**src/rtl/urs_pkg.sv**
```systemverilog
// Shared types, constants and the checksum span helper for the UDP rate signal rewriter.
package urs_pkg;

	localparam int unsigned POS_W   = 11;
	localparam int unsigned SPAN_W  = 14;
	localparam int unsigned PADDR_W = 2;
	localparam int unsigned RATE_W  = 7;

	localparam logic [POS_W-1:0]   POS_SAT   = 11'd2047;
	localparam logic [POS_W-1:0]   UDP_BASE  = 11'd34;
	localparam logic [POS_W-1:0]   MIN_LAST  = 11'd46;
	localparam logic [15:0]        ETH_IPV4  = 16'h0800;
	localparam logic [7:0]         PROTO_UDP = 8'd17;
	localparam logic [31:0]        SIG_VERSION = 32'h6f7dc0fd;

	localparam logic [PADDR_W-1:0] ADDR_TARGET_RATE = 2'd0;

	// Frame summary handed from the byte tracker to the result stage.
	typedef struct packed {
		logic        len_ok;
		logic [15:0] ether_type;
		logic [7:0]  ip_protocol;
		logic [7:0]  signal_byte;
		logic [31:0] version_word;
		logic [31:0] running_sum;
	} frame_sum_t;

	// Contribution of one byte at frame position pos to the UDP span sum.
	function automatic logic [15:0] span_term(input logic [POS_W-1:0] pos,
			input logic [7:0] b, input logic [SPAN_W-1:0] span);
		logic [SPAN_W-1:0] r;
		logic [15:0]       t;
		r = SPAN_W'(pos) - SPAN_W'(UDP_BASE);
		t = '0;
		if (pos >= UDP_BASE) begin
			if (r < span)
				t = r[0] ? {8'h00, b} : {b, 8'h00};
			else if (r == span)
				t = {b, 8'h00};
		end
		return t;
	endfunction

endpackage

```
**src/rtl/urs_if.sv**
```systemverilog
// Request channel interfaces: frame bytes in, patch results out.
interface urs_in_if;
	logic       valid;
	logic       ready;
	logic [7:0] data_byte;
	logic       last_byte;

	modport source(output valid, data_byte, last_byte, input ready);
	modport sink(input valid, data_byte, last_byte, output ready);
endinterface

interface urs_out_if;
	logic        valid;
	logic        ready;
	logic        modified;
	logic [7:0]  new_signal_byte;
	logic [31:0] new_version_word;
	logic [15:0] new_udp_checksum;

	modport source(output valid, modified, new_signal_byte, new_version_word,
		new_udp_checksum, input ready);
	modport sink(input valid, modified, new_signal_byte, new_version_word,
		new_udp_checksum, output ready);
endinterface

```
**src/rtl/udp_rate_signal_rewriter_core.sv**
```systemverilog
// Top level of the UDP rate signal rewriter.
//
//  channel  dir  width  meaning
//  in_ch    in   8+1    frame byte and last-byte marker, one request per byte
//  out_ch   out  1+56   patch values for bytes 40..46 and modified flag, one per frame
//  apb      in   32     target_rate at byte address 0
//
// One byte is accepted every cycle while input ready is high; the result for a frame
// goes through the frame summary register, then the result register, after its last
// byte is accepted. The frame tracker does one capture, one 17-bit add and one 32-bit
// accumulate per byte; the result stage does the qualification, a short add chain and
// the end-around fold. Reset clears the tracker state, the valid flags and the target
// rate at once; no clearing pass. A stalled result holds its register; input ready
// drops only when a finished frame summary is also waiting behind it.
module udp_rate_signal_rewriter_core #(
	parameter int MAX_SUM_BYTES = 1480
) (
	input  logic                        clk,
	input  logic                        arst_n,
	input  logic                        psel,
	input  logic                        penable,
	input  logic                        pwrite,
	input  logic [urs_pkg::PADDR_W-1:0] paddr,
	input  logic [31:0]                 pwdata,
	output logic [31:0]                 prdata,
	output logic                        pready,
	urs_in_if.sink                      in_ch,
	urs_out_if.source                   out_ch
);

	localparam int SPAN_BYTES = ((MAX_SUM_BYTES + 1) / 2) * 2;
	localparam logic [urs_pkg::SPAN_W-1:0] SPAN = urs_pkg::SPAN_W'(SPAN_BYTES);

	logic [urs_pkg::RATE_W-1:0] target_rate;
	urs_pkg::frame_sum_t        fsum;
	logic                       fsum_valid;
	logic                       fsum_ready;

	urs_cfg_regs u_cfg (
		.clk         (clk),
		.arst_n      (arst_n),
		.psel        (psel),
		.penable     (penable),
		.pwrite      (pwrite),
		.paddr       (paddr),
		.pwdata      (pwdata),
		.prdata      (prdata),
		.pready      (pready),
		.target_rate (target_rate)
	);

	urs_frame_track #(
		.SPAN (SPAN)
	) u_track (
		.clk        (clk),
		.arst_n     (arst_n),
		.in_ch      (in_ch),
		.fsum       (fsum),
		.fsum_valid (fsum_valid),
		.fsum_ready (fsum_ready)
	);

	urs_result #(
		.SPAN (SPAN)
	) u_result (
		.clk         (clk),
		.arst_n      (arst_n),
		.fsum        (fsum),
		.fsum_valid  (fsum_valid),
		.fsum_ready  (fsum_ready),
		.target_rate (target_rate),
		.out_ch      (out_ch)
	);

endmodule

```
**src/rtl/urs_cfg_regs.sv**
```systemverilog
// APB-style configuration register holding the target rate.
module urs_cfg_regs (
	input  logic                        clk,
	input  logic                        arst_n,
	input  logic                        psel,
	input  logic                        penable,
	input  logic                        pwrite,
	input  logic [urs_pkg::PADDR_W-1:0] paddr,
	input  logic [31:0]                 pwdata,
	output logic [31:0]                 prdata,
	output logic                        pready,
	output logic [urs_pkg::RATE_W-1:0]  target_rate
);

	logic [urs_pkg::RATE_W-1:0] target_rate_q;
	logic                       wr_en;

	assign pready = 1'b1;
	assign wr_en  = psel && penable && pwrite && (paddr == urs_pkg::ADDR_TARGET_RATE);

	always_ff @(posedge clk or negedge arst_n) begin
		if (!arst_n) begin
			target_rate_q <= '0;
		end else if (wr_en) begin
			target_rate_q <= pwdata[urs_pkg::RATE_W-1:0];
		end
	end

	always_comb begin
		prdata = '0;
		if (paddr == urs_pkg::ADDR_TARGET_RATE)
			prdata = 32'(target_rate_q);
	end

	assign target_rate = target_rate_q;

endmodule

```
**src/rtl/urs_frame_track.sv**
```systemverilog
// Per-byte frame tracker: captures header fields and accumulates the checksum sum.
module urs_frame_track #(
	parameter logic [urs_pkg::SPAN_W-1:0] SPAN = 14'd1480
) (
	input  logic                clk,
	input  logic                arst_n,
	urs_in_if.sink              in_ch,
	output urs_pkg::frame_sum_t fsum,
	output logic                fsum_valid,
	input  logic                fsum_ready
);

	logic [urs_pkg::POS_W-1:0] pos_q;
	logic [15:0]               ether_q;
	logic [7:0]                proto_q;
	logic [7:0]                sig_q;
	logic [31:0]               ver_q;
	logic [31:0]               sum_q;

	logic [urs_pkg::POS_W-1:0] pos_nx;
	logic [15:0]               ether_nx;
	logic [7:0]                proto_nx;
	logic [7:0]                sig_nx;
	logic [31:0]               ver_nx;
	logic [31:0]               sum_nx;
	logic [15:0]               pseudo_t;
	logic [15:0]               span_t;
	logic                      active;
	logic                      acc;
	logic [7:0]                b;

	urs_pkg::frame_sum_t fsum_s1;
	logic                fsum_valid_s1;

	assign b      = in_ch.data_byte;
	assign active = (pos_q != urs_pkg::POS_SAT);
	assign in_ch.ready = !fsum_valid_s1 || fsum_ready;
	assign acc    = in_ch.valid && in_ch.ready;

	always_comb begin
		pos_nx   = pos_q;
		ether_nx = ether_q;
		proto_nx = proto_q;
		sig_nx   = sig_q;
		ver_nx   = ver_q;
		pseudo_t = '0;
		span_t   = '0;
		if (active) begin
			if (pos_q == 11'd12 || pos_q == 11'd13)
				ether_nx = {ether_q[7:0], b};
			if (pos_q == 11'd23)
				proto_nx = b;
			if ((pos_q >= 11'd26 && pos_q <= 11'd33) || pos_q == 11'd38 || pos_q == 11'd39)
				pseudo_t = pos_q[0] ? {8'h00, b} : {b, 8'h00};
			if (pos_q == 11'd42)
				sig_nx = b;
			if (pos_q >= 11'd43 && pos_q <= 11'd46)
				ver_nx = {ver_q[23:0], b};
			// skip the checksum, signal and version fields; the result stage adds the new values
			if (pos_q < 11'd40 || pos_q > 11'd46)
				span_t = urs_pkg::span_term(pos_q, b, SPAN);
			pos_nx = pos_q + 11'd1;
		end
		sum_nx = sum_q + 32'({1'b0, pseudo_t} + {1'b0, span_t});
	end

	always_ff @(posedge clk or negedge arst_n) begin
		if (!arst_n) begin
			pos_q         <= '0;
			ether_q       <= '0;
			proto_q       <= '0;
			sig_q         <= '0;
			ver_q         <= '0;
			sum_q         <= '0;
			fsum_valid_s1 <= 1'b0;
		end else begin
			if (fsum_valid_s1 && fsum_ready)
				fsum_valid_s1 <= 1'b0;
			if (acc) begin
				if (in_ch.last_byte) begin
					pos_q         <= '0;
					ether_q       <= '0;
					proto_q       <= '0;
					sig_q         <= '0;
					ver_q         <= '0;
					sum_q         <= '0;
					fsum_valid_s1 <= 1'b1;
				end else begin
					pos_q   <= pos_nx;
					ether_q <= ether_nx;
					proto_q <= proto_nx;
					sig_q   <= sig_nx;
					ver_q   <= ver_nx;
					sum_q   <= sum_nx;
				end
			end
		end
	end

	// summary payload: loaded on the last byte only
	always_ff @(posedge clk) begin
		if (acc && in_ch.last_byte) begin
			fsum_s1.len_ok       <= (pos_q >= urs_pkg::MIN_LAST);
			fsum_s1.ether_type   <= ether_nx;
			fsum_s1.ip_protocol  <= proto_nx;
			fsum_s1.signal_byte  <= sig_nx;
			fsum_s1.version_word <= ver_nx;
			fsum_s1.running_sum  <= sum_nx;
		end
	end

	assign fsum       = fsum_s1;
	assign fsum_valid = fsum_valid_s1;

	a_pos_clear: assert property (@(posedge clk) disable iff (!arst_n)
		acc && in_ch.last_byte |=> pos_q == '0)
		else $error("byte position not cleared after last byte");

	a_pos_step: assert property (@(posedge clk) disable iff (!arst_n)
		acc && !in_ch.last_byte && active |=> pos_q == $past(pos_q) + 11'd1)
		else $error("byte position did not advance");

	a_sum_hold: assert property (@(posedge clk) disable iff (!arst_n)
		fsum_valid_s1 && !fsum_ready |=> fsum_valid_s1 && $stable(fsum_s1))
		else $error("frame summary lost while stalled");

endmodule

```
**src/rtl/urs_result.sv**
```systemverilog
// Qualification, field rewrite and checksum fold; holds the result register.
module urs_result #(
	parameter logic [urs_pkg::SPAN_W-1:0] SPAN = 14'd1480
) (
	input  logic                       clk,
	input  logic                       arst_n,
	input  urs_pkg::frame_sum_t        fsum,
	input  logic                       fsum_valid,
	output logic                       fsum_ready,
	input  logic [urs_pkg::RATE_W-1:0] target_rate,
	urs_out_if.source                  out_ch
);

	logic        out_valid_q;
	logic        modified_q;
	logic [7:0]  nsb_q;
	logic [31:0] nver_q;
	logic [15:0] ck_q;

	logic                       qual;
	logic                       rewrite;
	logic [urs_pkg::RATE_W-1:0] rate;
	logic [7:0]                 nsb;
	logic [31:0]                nver;
	logic [31:0]                s;
	logic [16:0]                f1;
	logic [15:0]                f2;
	logic                       load;

	assign fsum_ready = !out_valid_q || out_ch.ready;
	assign load       = fsum_valid && fsum_ready;

	always_comb begin
		qual = fsum.len_ok
			&& fsum.ether_type == urs_pkg::ETH_IPV4
			&& fsum.ip_protocol == urs_pkg::PROTO_UDP
			&& fsum.signal_byte[7]
			&& fsum.version_word[30:0] == urs_pkg::SIG_VERSION[30:0];
		rate    = {fsum.signal_byte[5:0], fsum.version_word[31]};
		rewrite = qual && (rate >= target_rate);
		nsb     = {fsum.signal_byte[7:6], target_rate[6:1]};
		nver    = {target_rate[0], urs_pkg::SIG_VERSION[30:0]};
		s = fsum.running_sum + 32'(fsum.ip_protocol)
			+ 32'(urs_pkg::span_term(11'd42, nsb, SPAN))
			+ 32'(urs_pkg::span_term(11'd43, nver[31:24], SPAN))
			+ 32'(urs_pkg::span_term(11'd44, nver[23:16], SPAN))
			+ 32'(urs_pkg::span_term(11'd45, nver[15:8], SPAN))
			+ 32'(urs_pkg::span_term(11'd46, nver[7:0], SPAN));
		f1 = {1'b0, s[15:0]} + {1'b0, s[31:16]};
		f2 = f1[15:0] + {15'd0, f1[16]};
	end

	always_ff @(posedge clk or negedge arst_n) begin
		if (!arst_n) begin
			out_valid_q <= 1'b0;
		end else if (load) begin
			out_valid_q <= 1'b1;
		end else if (out_ch.ready) begin
			out_valid_q <= 1'b0;
		end
	end

	always_ff @(posedge clk) begin
		if (load) begin
			modified_q <= rewrite;
			nsb_q      <= rewrite ? nsb : 8'd0;
			nver_q     <= rewrite ? nver : 32'd0;
			ck_q       <= rewrite ? ~f2 : 16'd0;
		end
	end

	assign out_ch.valid            = out_valid_q;
	assign out_ch.modified         = modified_q;
	assign out_ch.new_signal_byte  = nsb_q;
	assign out_ch.new_version_word = nver_q;
	assign out_ch.new_udp_checksum = ck_q;

	a_zero_fields: assert property (@(posedge clk) disable iff (!arst_n)
		out_valid_q && !modified_q |-> nsb_q == 8'd0 && nver_q == 32'd0 && ck_q == 16'd0)
		else $error("unmodified result carries nonzero fields");

	a_version: assert property (@(posedge clk) disable iff (!arst_n)
		out_valid_q && modified_q |-> nver_q[30:0] == urs_pkg::SIG_VERSION[30:0])
		else $error("rewritten version word lost its constant bits");

	a_load: assert property (@(posedge clk) disable iff (!arst_n)
		load |=> out_valid_q)
		else $error("frame summary taken but no result presented");

endmodule

```
**src/flat_wrapper.sv**
```systemverilog
// flat-port wrapper written by rule: the top's interface ports become plain ports
module udp_rate_signal_rewriter_core_flat 
#(
	parameter int MAX_SUM_BYTES = 1480
)
  (clk, arst_n, psel, penable, pwrite, paddr, pwdata, prdata, pready, in_ch_valid, in_ch_data_byte, in_ch_last_byte, in_ch_ready, out_ch_valid, out_ch_modified, out_ch_new_signal_byte, out_ch_new_version_word, out_ch_new_udp_checksum, out_ch_ready);
  urs_in_if in_ch_i ();
  urs_out_if out_ch_i ();
  input  logic clk;
  input  logic arst_n;
  input  logic psel;
  input  logic penable;
  input  logic pwrite;
  input  logic [urs_pkg::PADDR_W-1:0] paddr;
  input  logic [31:0] pwdata;
  output logic [31:0] prdata;
  output logic pready;
  input wire logic [$bits(in_ch_i.valid)-1:0] in_ch_valid;
  input wire logic [$bits(in_ch_i.data_byte)-1:0] in_ch_data_byte;
  input wire logic [$bits(in_ch_i.last_byte)-1:0] in_ch_last_byte;
  output wire logic [$bits(in_ch_i.ready)-1:0] in_ch_ready;
  output wire logic [$bits(out_ch_i.valid)-1:0] out_ch_valid;
  output wire logic [$bits(out_ch_i.modified)-1:0] out_ch_modified;
  output wire logic [$bits(out_ch_i.new_signal_byte)-1:0] out_ch_new_signal_byte;
  output wire logic [$bits(out_ch_i.new_version_word)-1:0] out_ch_new_version_word;
  output wire logic [$bits(out_ch_i.new_udp_checksum)-1:0] out_ch_new_udp_checksum;
  input wire logic [$bits(out_ch_i.ready)-1:0] out_ch_ready;
  assign in_ch_i.valid = in_ch_valid;
  assign in_ch_i.data_byte = in_ch_data_byte;
  assign in_ch_i.last_byte = in_ch_last_byte;
  assign in_ch_ready = in_ch_i.ready;
  assign out_ch_valid = out_ch_i.valid;
  assign out_ch_modified = out_ch_i.modified;
  assign out_ch_new_signal_byte = out_ch_i.new_signal_byte;
  assign out_ch_new_version_word = out_ch_i.new_version_word;
  assign out_ch_new_udp_checksum = out_ch_i.new_udp_checksum;
  assign out_ch_i.ready = out_ch_ready;
  udp_rate_signal_rewriter_core #(.MAX_SUM_BYTES(MAX_SUM_BYTES)) u_core (.clk(clk), .arst_n(arst_n), .psel(psel), .penable(penable), .pwrite(pwrite), .paddr(paddr), .pwdata(pwdata), .prdata(prdata), .pready(pready), .in_ch(in_ch_i), .out_ch(out_ch_i));
endmodule
```
**config.mk**
```make
export PLATFORM = sky130hd
export DESIGN_NAME = udp_rate_signal_rewriter_core_flat
export DESIGN_NICKNAME = d
export VERILOG_FILES = /design/src/rtl/urs_pkg.sv /design/src/rtl/urs_if.sv /design/src/rtl/udp_rate_signal_rewriter_core.sv /design/src/rtl/urs_cfg_regs.sv /design/src/rtl/urs_frame_track.sv /design/src/rtl/urs_result.sv /design/src/flat_wrapper.sv
export SDC_FILE = /design/constraint.sdc
export NUM_CORES = 1
export LEC_CHECK = 0
export BUFFER_PORTS_ARGS = -buffer_cell sky130_fd_sc_hd__buf_2
export CORE_ASPECT_RATIO = 1.1
export CORE_MARGIN = 2
export CORE_UTILIZATION = 50
export DETAILED_ROUTE_END_ITERATION = 8
export GPL_TIMING_DRIVEN = 0
export MAX_ROUTING_LAYER = met4
export PLACE_DENSITY_LB_ADDON = 0.12
export RECOVER_POWER = 25
export SETUP_SLACK_MARGIN = 0.15
export SYNTH_ARGS = -nofsm -noshare
export SYNTH_HDL_FRONTEND = slang
export SYNTH_SLANG_ARGS = --single-unit
```
**constraint.sdc**
```tcl
create_clock -name clk -period 8 [get_ports clk]
set_clock_uncertainty 0.1 [all_clocks]
set_input_delay 0.4 -clock clk [delete_from_list [all_inputs] [get_ports clk]]
set_output_delay 0.4 -clock clk [all_outputs]
set_load 0.01 [all_outputs]
```
**Yosys cells after proc, flatten, opt, wreduce, memory -nomap -nowiden**

Index checks and enable logic that the tools add are counted.

- $add $sub $neg: 12
- $mul: 0
- Div/mod/pow operators: 0
- $lt $le $gt $ge: 10
- Equal/unequal tests: 11
- Shift operators: 0
- Mux-type cells: 31
- Bitwise gates (word level): 1
- Reduce and logical (&&, ||, !) cells: 25

Operators with widths:

| cell | number |
|---|---|
| $mux 16 | 12 |
| $mux 32 | 4 |
| $add 32x8->32 | 2 |
| $mux 8 | 6 |
| $add 16x16->17 | 2 |
| $eq 11x6->1 const B | 3 |
| $ge 11x6->1 const B | 3 |
| $add 32x15->32 const B | 1 |
| $add 32x16->32 | 1 |
| $add 32x16->32 const B | 1 |
| $add 32x17->32 | 1 |
| $add 32x8->32 const B | 1 |
| $eq 31x31->1 const B | 1 |
| $mux 31 | 1 |
| $eq 11x4->1 const B | 2 |
| $le 11x6->1 const B | 2 |
| $mux 11 | 2 |
| $add 16x1->16 | 1 |
| $eq 16x12->1 const B | 1 |
| $not 16->16 | 1 |
| $eq 14x11->1 const B | 1 |
| $lt 14x11->1 const B | 1 |
| $logic_and 1x1->1 | 13 |
| $sub 11x6->12 const B | 1 |
| 15 further kinds | 26 |

- Register bits after elaboration: 270
- Bits in latches: 0
- Bits in writable memories: 0
- Bits in read-only memories: 0
- Input port bits: 50
- Output and inout bits: 92
- Word-level logic and storage cells: 110
- Memories: 0

**Logic depth before layout (Yosys ltp)**

Gate-level depths: netlist of run 1.

- Depth after elaboration: 10
- Mapped depth: 31

**By module**

Synthesis of run 1 repeated with hierarchy kept, for this count alone.

- Cell total of the unflattened synthesis: 1,471
- Area, all modules: 14,808.0 um^2

Modules (own cells, without submodules):

| module | times used | cells each | area an instance (um^2) |
|---|---|---|---|
| urs_frame_track | 1 | 916 | 10,104.7 |
| urs_result | 1 | 504 | 4,161.5 |
| urs_cfg_regs | 1 | 51 | 541.8 |

**Worst setup path after synthesis of run 1**

OpenSTA, ideal clock, no wires.

- Kind: register to register
- Start point: reg u_core.u_track.fsum_s1 (netlist bit u_core.u_track.fsum[73])
- End point: reg u_core.u_result.ck_q[15], in the netlist u_core.u_result.out_ch.new_udp_checksum[15], data pin
- Library setup time: 0.259 ns
- Data arrival time: 5.652 ns
- Required time: 7.641 ns
- Slack: 1.989 ns
- Cell stages (with the launch flop): 31
- Buffers on the path: 0
- Clock period less this slack: 6.011 ns
- Path through: edfxtp_1 -> inv_1 -> ha_1 -> inv_1 -> ha_1 -> fa_1 -> a21o_1 -> a21oi_1 -> o21a_1 -> o31ai_1 -> o211ai_1 -> o21ai_0 -> nor2_1 -> nor2_1 -> xnor2_1 -> ha_1 -> o21ai_0 -> nand2b_1 -> o311a_2 -> a211oi_1 -> nand2b_1 -> a21oi_1 -> a21o_1 -> a21o_1 -> ha_1 -> and3_2 -> nand3_1 -> or4_4 -> nor4_4 -> and4_1 -> nor3_2

- Word-level cells in the longest chain between the ends: 9
- Elaborated cells between the ends (all ways): 14
- Those cells by class: add/sub (8); eq/ne (1); bitwise (1); reduce/logical (4)

Ends and longest elaborated chain:

| item | line | RTL |
|---|---|---|
| start, declared | urs_frame_track.sv:32 | `urs_pkg::frame_sum_t fsum_s1;` |
| $add 32x8->32 | urs_result.sv:43 | `s = fsum.running_sum + 32'(fsum.ip_protocol)` |
| $add 32x16->32 | urs_result.sv:44 | `+ 32'(urs_pkg::span_term(11'd42, nsb, SPAN))` |
| $add 32x8->32 | urs_result.sv:45 | `+ 32'(urs_pkg::span_term(11'd43, nver[31:24], SPAN))` |
| $add 32x15->32 | urs_result.sv:46 | `+ 32'(urs_pkg::span_term(11'd44, nver[23:16], SPAN))` |
| $add 32x8->32 | urs_result.sv:47 | `+ 32'(urs_pkg::span_term(11'd45, nver[15:8], SPAN))` |
| $add 32x16->32 | urs_result.sv:48 | `+ 32'(urs_pkg::span_term(11'd46, nver[7:0], SPAN));` |
| $add 16x16->17 | urs_result.sv:49 | `f1 = {1'b0, s[15:0]} + {1'b0, s[31:16]};` |
| $add 16x1->16 | urs_result.sv:50 | `f2 = f1[15:0] + {15'd0, f1[16]};` |
| $not 16->16 | urs_result.sv:68 | `ck_q <= rewrite ? ~f2 : 16'd0;` |
| end signal, assigned | urs_result.sv:68 |  |
| end, declared | urs_result.sv:18 | `logic [15:0] ck_q;` |

Parallel ways exist; a longest one is shown, timed or not.
A chain may end at the register's enable or synchronous reset.

**Final worst setup path of run 1**

- Start point: reg u_core.u_track.fsum_s1 (netlist bit u_core.u_track.fsum[79])
- End point: reg u_core.u_result.ck_q[15], in the netlist u_core.u_result.out_ch.new_udp_checksum[15], data pin

Same word-level chain as after synthesis.

==> impl_metrics.yaml, run 1 <==
drt:
  post-route-drc-count: 0
  wl_per_cell_um: 17.8
  via_per_inst: 5.45
  antenna_left: 0
  drtIter0Drc: 531
  firstDrtPassIters: 5
  wirelength_um: 32500
  dr_total_vias: 9979
cells_and_area:
  fillers: 2421
  diodes: 0
  final_common_cell: "edfxtp_1"
  instances_no_fill: 1831
  layout.nets: 1595
  most-common-layout-cells: "edfxtp_1, dfrtp_1, inv_1"
  design_area_um2: 16100
  area_growth_pct: 13.9
  drive_gt1_share_pct: 18.6
  fin_util_pct: 57.8
grt:
  first_global_vias: 9598
  grtUsageTotal_pct: 22.9
  antenna_found_initial: 0
  grt_max_degree: 86
  grt-ovfl-total: 0
  grt_pass1_wl_um: 51700
placement:
  gp_congestion: 0.895
  placedInstanceArea_um2: 15100
  dp_hpwl_um: 23500
  placed_cells: 1775
  io_buffers: 78
clocking:
  root_buffer: "clkbuf_16"
  cts-resized-gates: 0
  numCtsBuffers: 26
  clk_pin_slew_ps: 60
  clock_latency_ps: 540
  cts_setup_buffers: 0
  h-tree-depth: 1
  cts_buffer_depth: 3
  cts_sinks: 239
  cts_tree: "done"
status:
  outcome: "finished, violations left"
  violations: "max-capacitance violations, max-slew violations"
synthesis:
  ys.flop_type: "edfxtp_1"
  syn_avg_cell_area_um2: 10.9
  seq_area_frac_synth_pct: 46.8
  synth_cell_types: 77
  syn-cell-area_um2: 14100
  synth_cells: 1298
  synth-edff-count: 123
  synth-async-reset-ratio_pct: 48.5
  yosys_warnings: 0
  synth-seq-cells: 239
critical_path:
  worst_ep_arrival_time_ps: 7250
  cp_max_fo: 7
  cp_slowest_cell: "or4_4"
  cpMostUsedCell: "ha_1"
  cp.required_ps: 8180
  end_kind: "flop"
  critPathKind: "flop to flop"
  critical_path.max_stage_delay_ps: 610
  worstSetupStartpointType: "flop"
sta:
  fmax_ghz: 0.141
  rsz0062_at_grt: "false"
  hold_violations: 0
  finalSetupViolCount: 0
  period_share_pct: 88.4
  tns_ps: 0
  hold_ws_ps: 41.7
  slew_violations: 119
  period_minus_slack_ps: 7070
  tightest_slew_ps: 4740
  max_slew_margin_pct: -216
hold_path:
  hold_path.class: "input port to flop"
power_and_ir_drop:
  powerDensity_nw_per_um2: 213
  ir_worst_vdd_v: 0.000156
  leakagePower_nw: 7.31
die:
  ioPinCount: 142
  die_y_um: 180
  die_w_um: 164
  die_area_um2: 29600
  std_cell_rows: 64
  start_util_pct: 50.7
  core_um2: 27800
run:
  maxCapViolations: 2
-- stage by stage --
| step | total power [W] | worst slack (ps) |
|---|---|---|
| 2_1_floorplan | 0.00203 | 1990 |
| 3_3_place_gp | 0.00223 | 1010 |
| 3_5_place_dp | 0.00224 | 928 |
| 4_1_cts | 0.00345 | 931 |
| 5_1_grt | 0.00359 | 285 |
| 6_report | 0.00341 | 927 |
-- final cells by class --
cell class	instances	area (um^2)	share of cell area (%)
well taps	363	454	2.83
repair buffers	88	489	3.05
plain buffers	98	587	3.66
clock buffers	38	786	4.89
clock inverters	10	90.1	0.561
multi-input cells	890	6660	41.5
flip-flops and latches	239	6600	41.1
inverters	105	394	2.45
-- where the power goes --
group          leakage [nW]  total [W]  switching (W)  internal, W
clock network         0.431    0.00120       0.000488     0.000712
registers              2.79    0.00136      0.0000218      0.00134
logic                  4.09   0.000855       0.000514     0.000342
total                  7.31    0.00341        0.00102      0.00239
-- per-layer routing --
layer	up-vias	share of wire, %	GRT usage [%]	wire length (um)
li1	4846	-	-	-
met1	4841	43	29.3	14100
met2	232	50	38.5	16300
met3	60	4.1	2.46	1330
met4	0	2.7	6.39	877
met5	-	0	-	0
-- state kept, by name, indices dropped and copies added, names as in the netlist, 2 cells and up --
name	cells
u_core.u_cfg.target_rate	7
u_core.u_result.out_ch.new_signal_byte	8
u_core.u_result.out_ch.new_udp_checksum	16
u_core.u_result.out_ch.new_version_word	2
u_core.u_track.ether_q	16
u_core.u_track.fsum	97
u_core.u_track.pos_q	11
u_core.u_track.proto_q	8
u_core.u_track.sig_q	8
u_core.u_track.sum_q	32
u_core.u_track.ver_q	32
-- critical path, delay by kind of cell (launching register included) --
family | cells | cell delay, ps
buf+inv | 2 | 120
compound gates | 12 | 2540
fa+ha+maj | 4 | 1300
simple gates | 10 | 2170
xor+xnor | 1 | 190
flops | 1 | 420
-- timing repair --
action                                  in CTS  in global routing
endpoints found under the setup margin       0                  0
hold buffers                                 8                  0
hold endpoints to repair                    38                  0
-- Yosys cell counts, drive strengths merged (6+ instances only) --
cell type | n | area (um^2)
xnor2 | 53 | 483
o211ai | 6 | 45.0
or3 | 7 | 43.8
o21a | 8 | 60.1
and2 | 23 | 144
a31oi | 9 | 56.3
ha | 77 | 963
nor3 | 23 | 120
nand2b | 12 | 75.1
dfrtp | 116 | 2900
and3 | 11 | 71.3
or2 | 6 | 37.5
a211oi | 11 | 82.6
nor2 | 96 | 360
buf | 63 | 450
inv | 105 | 394
fa | 20 | 400
nand4 | 12 | 81.3
o31ai | 11 | 82.6
nor4 | 11 | 90.1
xor2 | 29 | 254
mux2 | 71 | 800
a21o | 15 | 113
a22o | 72 | 631
o21ai | 49 | 245
or4 | 6 | 48.8
clkbuf | 35 | 133
nand3 | 26 | 135
a21oi | 40 | 200
o21bai | 9 | 71.3
edfxtp | 123 | 3690
nand2 | 88 | 333
-- cells by family (layout without fill, tap and decap cells) --
group	after synthesis	after routing	share of synthesized area, %
other	2	36	0.0533
AND/OR/NAND/NOR	342	342	12.2
XOR/XNOR	82	82	5.23
flip-flops	239	239	46.8
AO/OA/AOI/OAI	257	257	13.1
buffers and inverters	203	339	6.93
adder cells (fa/ha/maj)	97	97	9.67
multiplexers	76	76	6.03
-- worst paths after layout --
path,cells after the start,startpoint,endpoint,slack [ps]
min in group asynchronous,2,arst_n,u_core.u_track.pos_q[7],840
worst min-delay path,3,out_ch_ready,u_core.u_result.out_ch.valid,40
max in group asynchronous,3,arst_n,u_core.u_cfg.target_rate[6],1610
worst max register to register,29,u_core.u_track.fsum[79],u_core.u_result.out_ch.new_udp_checksum[15],930
worst max-delay path,29,u_core.u_track.fsum[79],u_core.u_result.out_ch.new_udp_checksum[15],930
worst min register to register,1,u_core.u_track.fsum_valid,u_core.u_result.out_ch.valid,380
Note: power is estimated with default switching activity, not from simulation.
==> inputs of run 2 (changes only) <==
Settings changed: CAP_MARGIN set to 25, CORE_UTILIZATION 50 to 40.
Clock period 8 ns to 5.7 ns, I/O delays scaled along.
==> impl_metrics.yaml, run 2 (synthesis results as in run 1) <==
sta:
  fin_ws_ps: -448
  hold_ws_ps: 117
  tns_ps: -3730
  period_minus_slack_ps: 6150
  tightest_slew_ps: 2300
  slew_violations: 119
  max_slew_margin_pct: -53.7
  hold_violations: 0
  fmax_ghz: 0.163
  rsz0062_at_grt: "true"
  period_share_pct: 108
  finalSetupViolCount: 14
cells_and_area:
  drive_gt1_share_pct: 26.2
  seq_area_um2: 6600
  most-common-layout-cells: "edfxtp_1, dfrtp_1, buf_4"
  area_growth_pct: 22.0
  largest_reg_flops: 97
  fillers: 3198
  layout.nets: 1659
  multi_input_area_um2: 7050
  final_common_cell: "edfxtp_1"
  instances_no_fill: 1977
  diodes: 0
status:
  outcome: "finished, violations left"
  violations: "max-capacitance violations, max-slew violations, negative setup slack"
die:
  start_util_pct: 40.3
  die_w_um: 183
  std_cell_rows: 72
  die_y_um: 201
  ioPinCount: 142
  core_um2: 35000
  die_area_um2: 36800
power_and_ir_drop:
  ir_worst_vdd_v: 0.000249
  powerDensity_nw_per_um2: 308
  leakagePower_nw: 7.77
  p_total_w: 0.00530
drt:
  wl_per_cell_um: 17.9
  firstDrtPassIters: 6
  post-route-drc-count: 0
  dr_total_vias: 10200
  wirelength_um: 35300
  antenna_left: 0
  drtIter0Drc: 425
  via_per_inst: 5.15
grt:
  grt-ovfl-total: 0
  grt_max_degree: 86
  antenna_found_initial: 0
  grtUsageTotal_pct: 19.7
  first_global_vias: 10000
  grt_pass1_wl_um: 55600
hold_path:
  hold_path.class: "input port to flop"
clocking:
  cts_tree: "done"
  cts_buffer_depth: 3
  clk_pin_slew_ps: 70
  root_buffer: "clkbuf_16"
  numCtsBuffers: 27
  clock_latency_ps: 570
  cts_sinks: 239
  h-tree-depth: 1
critical_path:
  worstSetupStartpointType: "flop"
  cp.required_ps: 5900
  cpMostUsedCell: "buf_4"
  critPathKind: "flop to flop"
  cp_slowest_cell: "fa_1"
  critical_path.max_stage_delay_ps: 510
  end_kind: "flop"
  r2r_slack_ps: -450
  cp_max_fo: 4
  worst_ep_arrival_time_ps: 6350
run:
  maxCapViolations: 2
placement:
  io_buffers: 78
  dp_slack_ps: -902
  gp_congestion: 0.882
  placed_cells: 1858
  dp_hpwl_um: 24600
==> run 2: metrics by stage <==
step / utilization [%] / instance area (um^2)
after floorplan: - / 14300
after global placement: 43.7 / 15300
after detailed placement: 44.0 / 15400
after CTS: 48.4 / 16900
after global routing: 49.2 / 17200
final: 49.2 / 17200
==> run 2: repair_timing <==
item | CTS | global route
setup endpoints to repair | 33 | 38
buffers inserted | 38 | 22
pin swaps | 39 | 45
gates resized for setup | 42 | 49
hold endpoints to repair | 125 | 0
hold buffers | 9 | 0
==> run 2: metal layers <==
layer | vias to the layer above | share of wire [%] | track usage [%]
met5 | - | 0 | -
met3 | 47 | 3.1 | 2.14
met2 | 166 | 51 | 34.5
li1 | 4970 | - | -
met1 | 5005 | 44 | 24.7
met4 | 0 | 1.8 | 4.17
==> run 2: cell type report <==
cell class,count,share of cell area [%]
plain buffers,98,3.51
clock buffers,41,4.71
clock inverters,9,0.916
inverters,105,2.29
multi-input cells,890,41.0
flip-flops and latches,239,38.4
well taps,444,3.23
repair buffers,151,6.03
==> run 2: report_power, final <==
group	switching, W	internal (W)	total [W]
combinational	0.000831	0.000660	0.00149
sequential	0.0000318	0.00188	0.00191
clock	0.000734	0.00116	0.00190
total	0.00160	0.00370	0.00530
==> run 2: worst paths after layout <==
path                       cells past startpoint                      start                                     endpoint
min in group asynchronous                      2                     arst_n                      u_core.u_track.pos_q[7]
setup / recovery                              39    u_core.u_track.fsum[79]  u_core.u_result.out_ch.new_udp_checksum[11]
setup reg to reg                              39    u_core.u_track.fsum[79]  u_core.u_result.out_ch.new_udp_checksum[11]
max in group asynchronous                      3                     arst_n                      u_core.u_track.pos_q[1]
hold reg to reg                                1  u_core.u_track.fsum_valid                 u_core.u_result.out_ch.valid
hold / removal                                 4            in_ch_last_byte                      u_core.u_track.pos_q[0]
==> run 2: critical path: cells and delay by family, from the launching register on <==
family	cells	cell delay, ps
compound gates	7	720
xor+xnor	1	120
fa+ha+maj	4	1100
buf+inv	15	1670
flops	1	360
simple gates	12	1800
==> inputs of run 3 (changes only) <==
Settings changed: SYNTH_HIERARCHICAL set to 1.
==> impl_metrics.yaml, run 3 <==
status:
  outcome: "finished, violations left"
  violations: "max-capacitance violations, max-slew violations, negative setup slack"
hold_path:
  hold_path.class: "input port to flop"
  whs_path_depth: 3
  min_to: "u_core/u_cfg/target_rate[6]"
  worstHoldStart: "penable"
power_and_ir_drop:
  powerDensity_nw_per_um2: 303
  p_total_w: 0.00541
  ir_worst_vdd_v: 0.000208
  leakagePower_nw: 7.92
clocking:
  clk_pin_slew_ps: 70
  cts_tree: "done"
  clock_latency_ps: 570
  cts_sinks: 239
  h-tree-depth: 1
  cts_buffer_depth: 3
  root_buffer: "clkbuf_16"
  numCtsBuffers: 27
die:
  die_area_um2: 38600
  ioPinCount: 142
  start_util_pct: 40.7
  die_y_um: 206
  std_cell_rows: 73
  core_um2: 36400
  die_w_um: 187
sta:
  fmax_ghz: 0.166
  hold_ws_ps: 32.6
  period_minus_slack_ps: 6030
  tightest_slew_ps: 3530
  fin_ws_ps: -335
  hold_violations: 0
  period_share_pct: 106
  max_slew_margin_pct: -135
  slew_violations: 119
  finalSetupViolCount: 7
  tns_ps: -1310
  rsz0062_at_grt: "true"
synthesis:
  yosys_warnings: 6
  synth.most_common_cell: "nand2_1"
  synth_common_cells: "nand2_1, edfxtp_1, dfrtp_1"
  synth_top_area_share_pct: 24.9
  yosysTopAreaCell: "edfxtp_1"
  seq_area_frac_synth_pct: 44.5
  synthTopCellsByArea: "edfxtp_1, dfrtp_1, ha_1, nand2_1, a22o_1"
  synth-seq-cells: 239
  synth_cells: 1471
  synth_cell_types: 93
  ys.flop_type: "edfxtp_1"
  syn_avg_cell_area_um2: 10.1
  synth-async-reset-ratio_pct: 48.5
  syn-cell-area_um2: 14800
  synth-edff-count: 123
critical_path:
  worst-path-buf-inv: 4
  worstSetupStartpointType: "flop"
  critPathKind: "flop to flop"
  critical_path.max_stage_delay_ps: 530
  r2r_start: "u_core/u_track/fsum[79]"
  r2r_end: "u_core/u_result/out_ch.new_udp_checksum[10]"
  worst_ep_arrival_time_ps: 6320
  end_kind: "flop"
  crit_family: "compound AO/OA/AOI/OAI gates"
  cp_slowest_cell: "fa_2"
  r2r_slack_ps: -330
  cp_max_fo: 3
  cp-startpoint: "u_core/u_track/fsum[79]"
  rr_worst_depth: 30
  cp.required_ps: 5990
grt:
  grt-ovfl-total: 0
  antenna_found_initial: 0
  grtUsageTotal_pct: 21.0
  grt_max_degree: 61
  grt_pass1_wl_um: 62300
  first_global_vias: 11300
drt:
  drtIter0Drc: 687
  wl_per_cell_um: 17.8
  dr_total_vias: 11300
  antenna_left: 0
  via_per_inst: 5.18
  wirelength_um: 39000
  post-route-drc-count: 0
  firstDrtPassIters: 5
placement:
  placedInstanceArea_um2: 16200
  gp_congestion: 0.873
  placed_cells: 2077
  dp_hpwl_um: 28700
  io_buffers: 79
cells_and_area:
  final_common_cell: "nand2_1"
  drive_gt1_share_pct: 22.8
  most-common-layout-cells: "nand2_1, edfxtp_1, dfrtp_1"
  layout.nets: 1828
  diodes: 0
  instances_no_fill: 2188
  area_growth_pct: 20.7
  design_area_um2: 17900
  largest_reg_flops: 97
  fillers: 3449
run:
  maxCapViolations: 2
## run 3: cell types whose count changed after synthesis, moves of 7 or more
cell and change:
nand2_1 +111, a22oi_1 +17, a22o_1 -16, and2_2 +7, nor3b_1 +7, o21ai_0 +25, a21oi_1 +15, mux2_2 -31
buf_2 +12, xnor2_1 -9
## run 3: per-stage QoR
| stage | worst slack [ps] | util (%) |
|---|---|---|
| 2_1_floorplan | 63.7 | - |
| 3_3_place_gp | -934 | 44.2 |
| 6_report | -335 | 49.2 |
| 3_5_place_dp | -1040 | 44.6 |
| 4_1_cts | -335 | 49.0 |
| 5_1_grt | -707 | 49.2 |
## run 3: logic make-up after synthesis
family	after synthesis	share of synthesized area, %
AND/OR/NAND/NOR	488	16.5
AO/OA/AOI/OAI	312	15.0
flip-flops	239	44.5
buffers and inverters	216	7.10
adder cells (fa/ha/maj)	97	9.21
XOR/XNOR	76	4.55
multiplexers	40	3.04
other	3	0.0760
## run 3: layout make-up
cell class / instances / area (um^2) / share of cell area, %
Tap cell: 487 / 609 / 3.41
Sequential cell: 239 / 6600 / 36.9
Clock buffer: 36 / 739 / 4.14
Multi-Input combinational cell: 1049 / 7710 / 43.1
Clock inverter: 13 / 136 / 0.763
Inverter: 101 / 379 / 2.12
Buffer: 115 / 674 / 3.77
Timing Repair Buffer: 148 / 1030 / 5.78
## run 3: how the worst max path moves through the flow
stage	end	slack, ps	depth (start not counted)
6_report	u_core/u_result/out_ch.new_udp_checksum[10]	-330	30
5_1_grt	u_core/u_result/out_ch.new_udp_checksum[10]	-710	30
4_1_cts	u_core/u_result/out_ch.new_udp_checksum[10]	-340	29
3_5_place_dp	u_core/u_result/out_ch.new_udp_checksum[10]	-1040	28
3_3_place_gp	u_core/u_result/out_ch.new_udp_checksum[10]	-930	28
2_1_floorplan	u_core/u_result/out_ch.new_udp_checksum[10]	60	30
## run 3: metal layers
layer,global-route usage (%),part of all wire (%),vias up
li1,-,-,5550
met1,25.2,43,5485
met2,36.9,49,241
met3,2.56,3.9,64
met4,7.20,3.5,0
met5,-,0,-
## run 3: what timing repair did
action                     in CTS  in global routing
resized for setup              54                 13
setup buffers                  38                  9
setup endpoints to repair      15                 36
hold endpoints to repair       74                  0
pin swaps                      51                  9
hold buffers                   15                  0
## run 3: worst reg2reg max path: cells and delay by family (launching register included)
family,cells,cell delay (ps)
simple gates,6,830
xor+xnor,1,140
flops,1,460
compound gates,14,2480
fa+ha+maj,5,1440
buf+inv,4,410
## run 3: power breakdown
| part | internal, W | leakage (nW) | switching, W |
|---|---|---|---|
| clock network | 0.00100 | 0.435 | 0.000723 |
| logic | 0.000741 | 4.70 | 0.000956 |
| registers | 0.00192 | 2.78 | 0.0000713 |
| total | 0.00366 | 7.92 | 0.00175 |
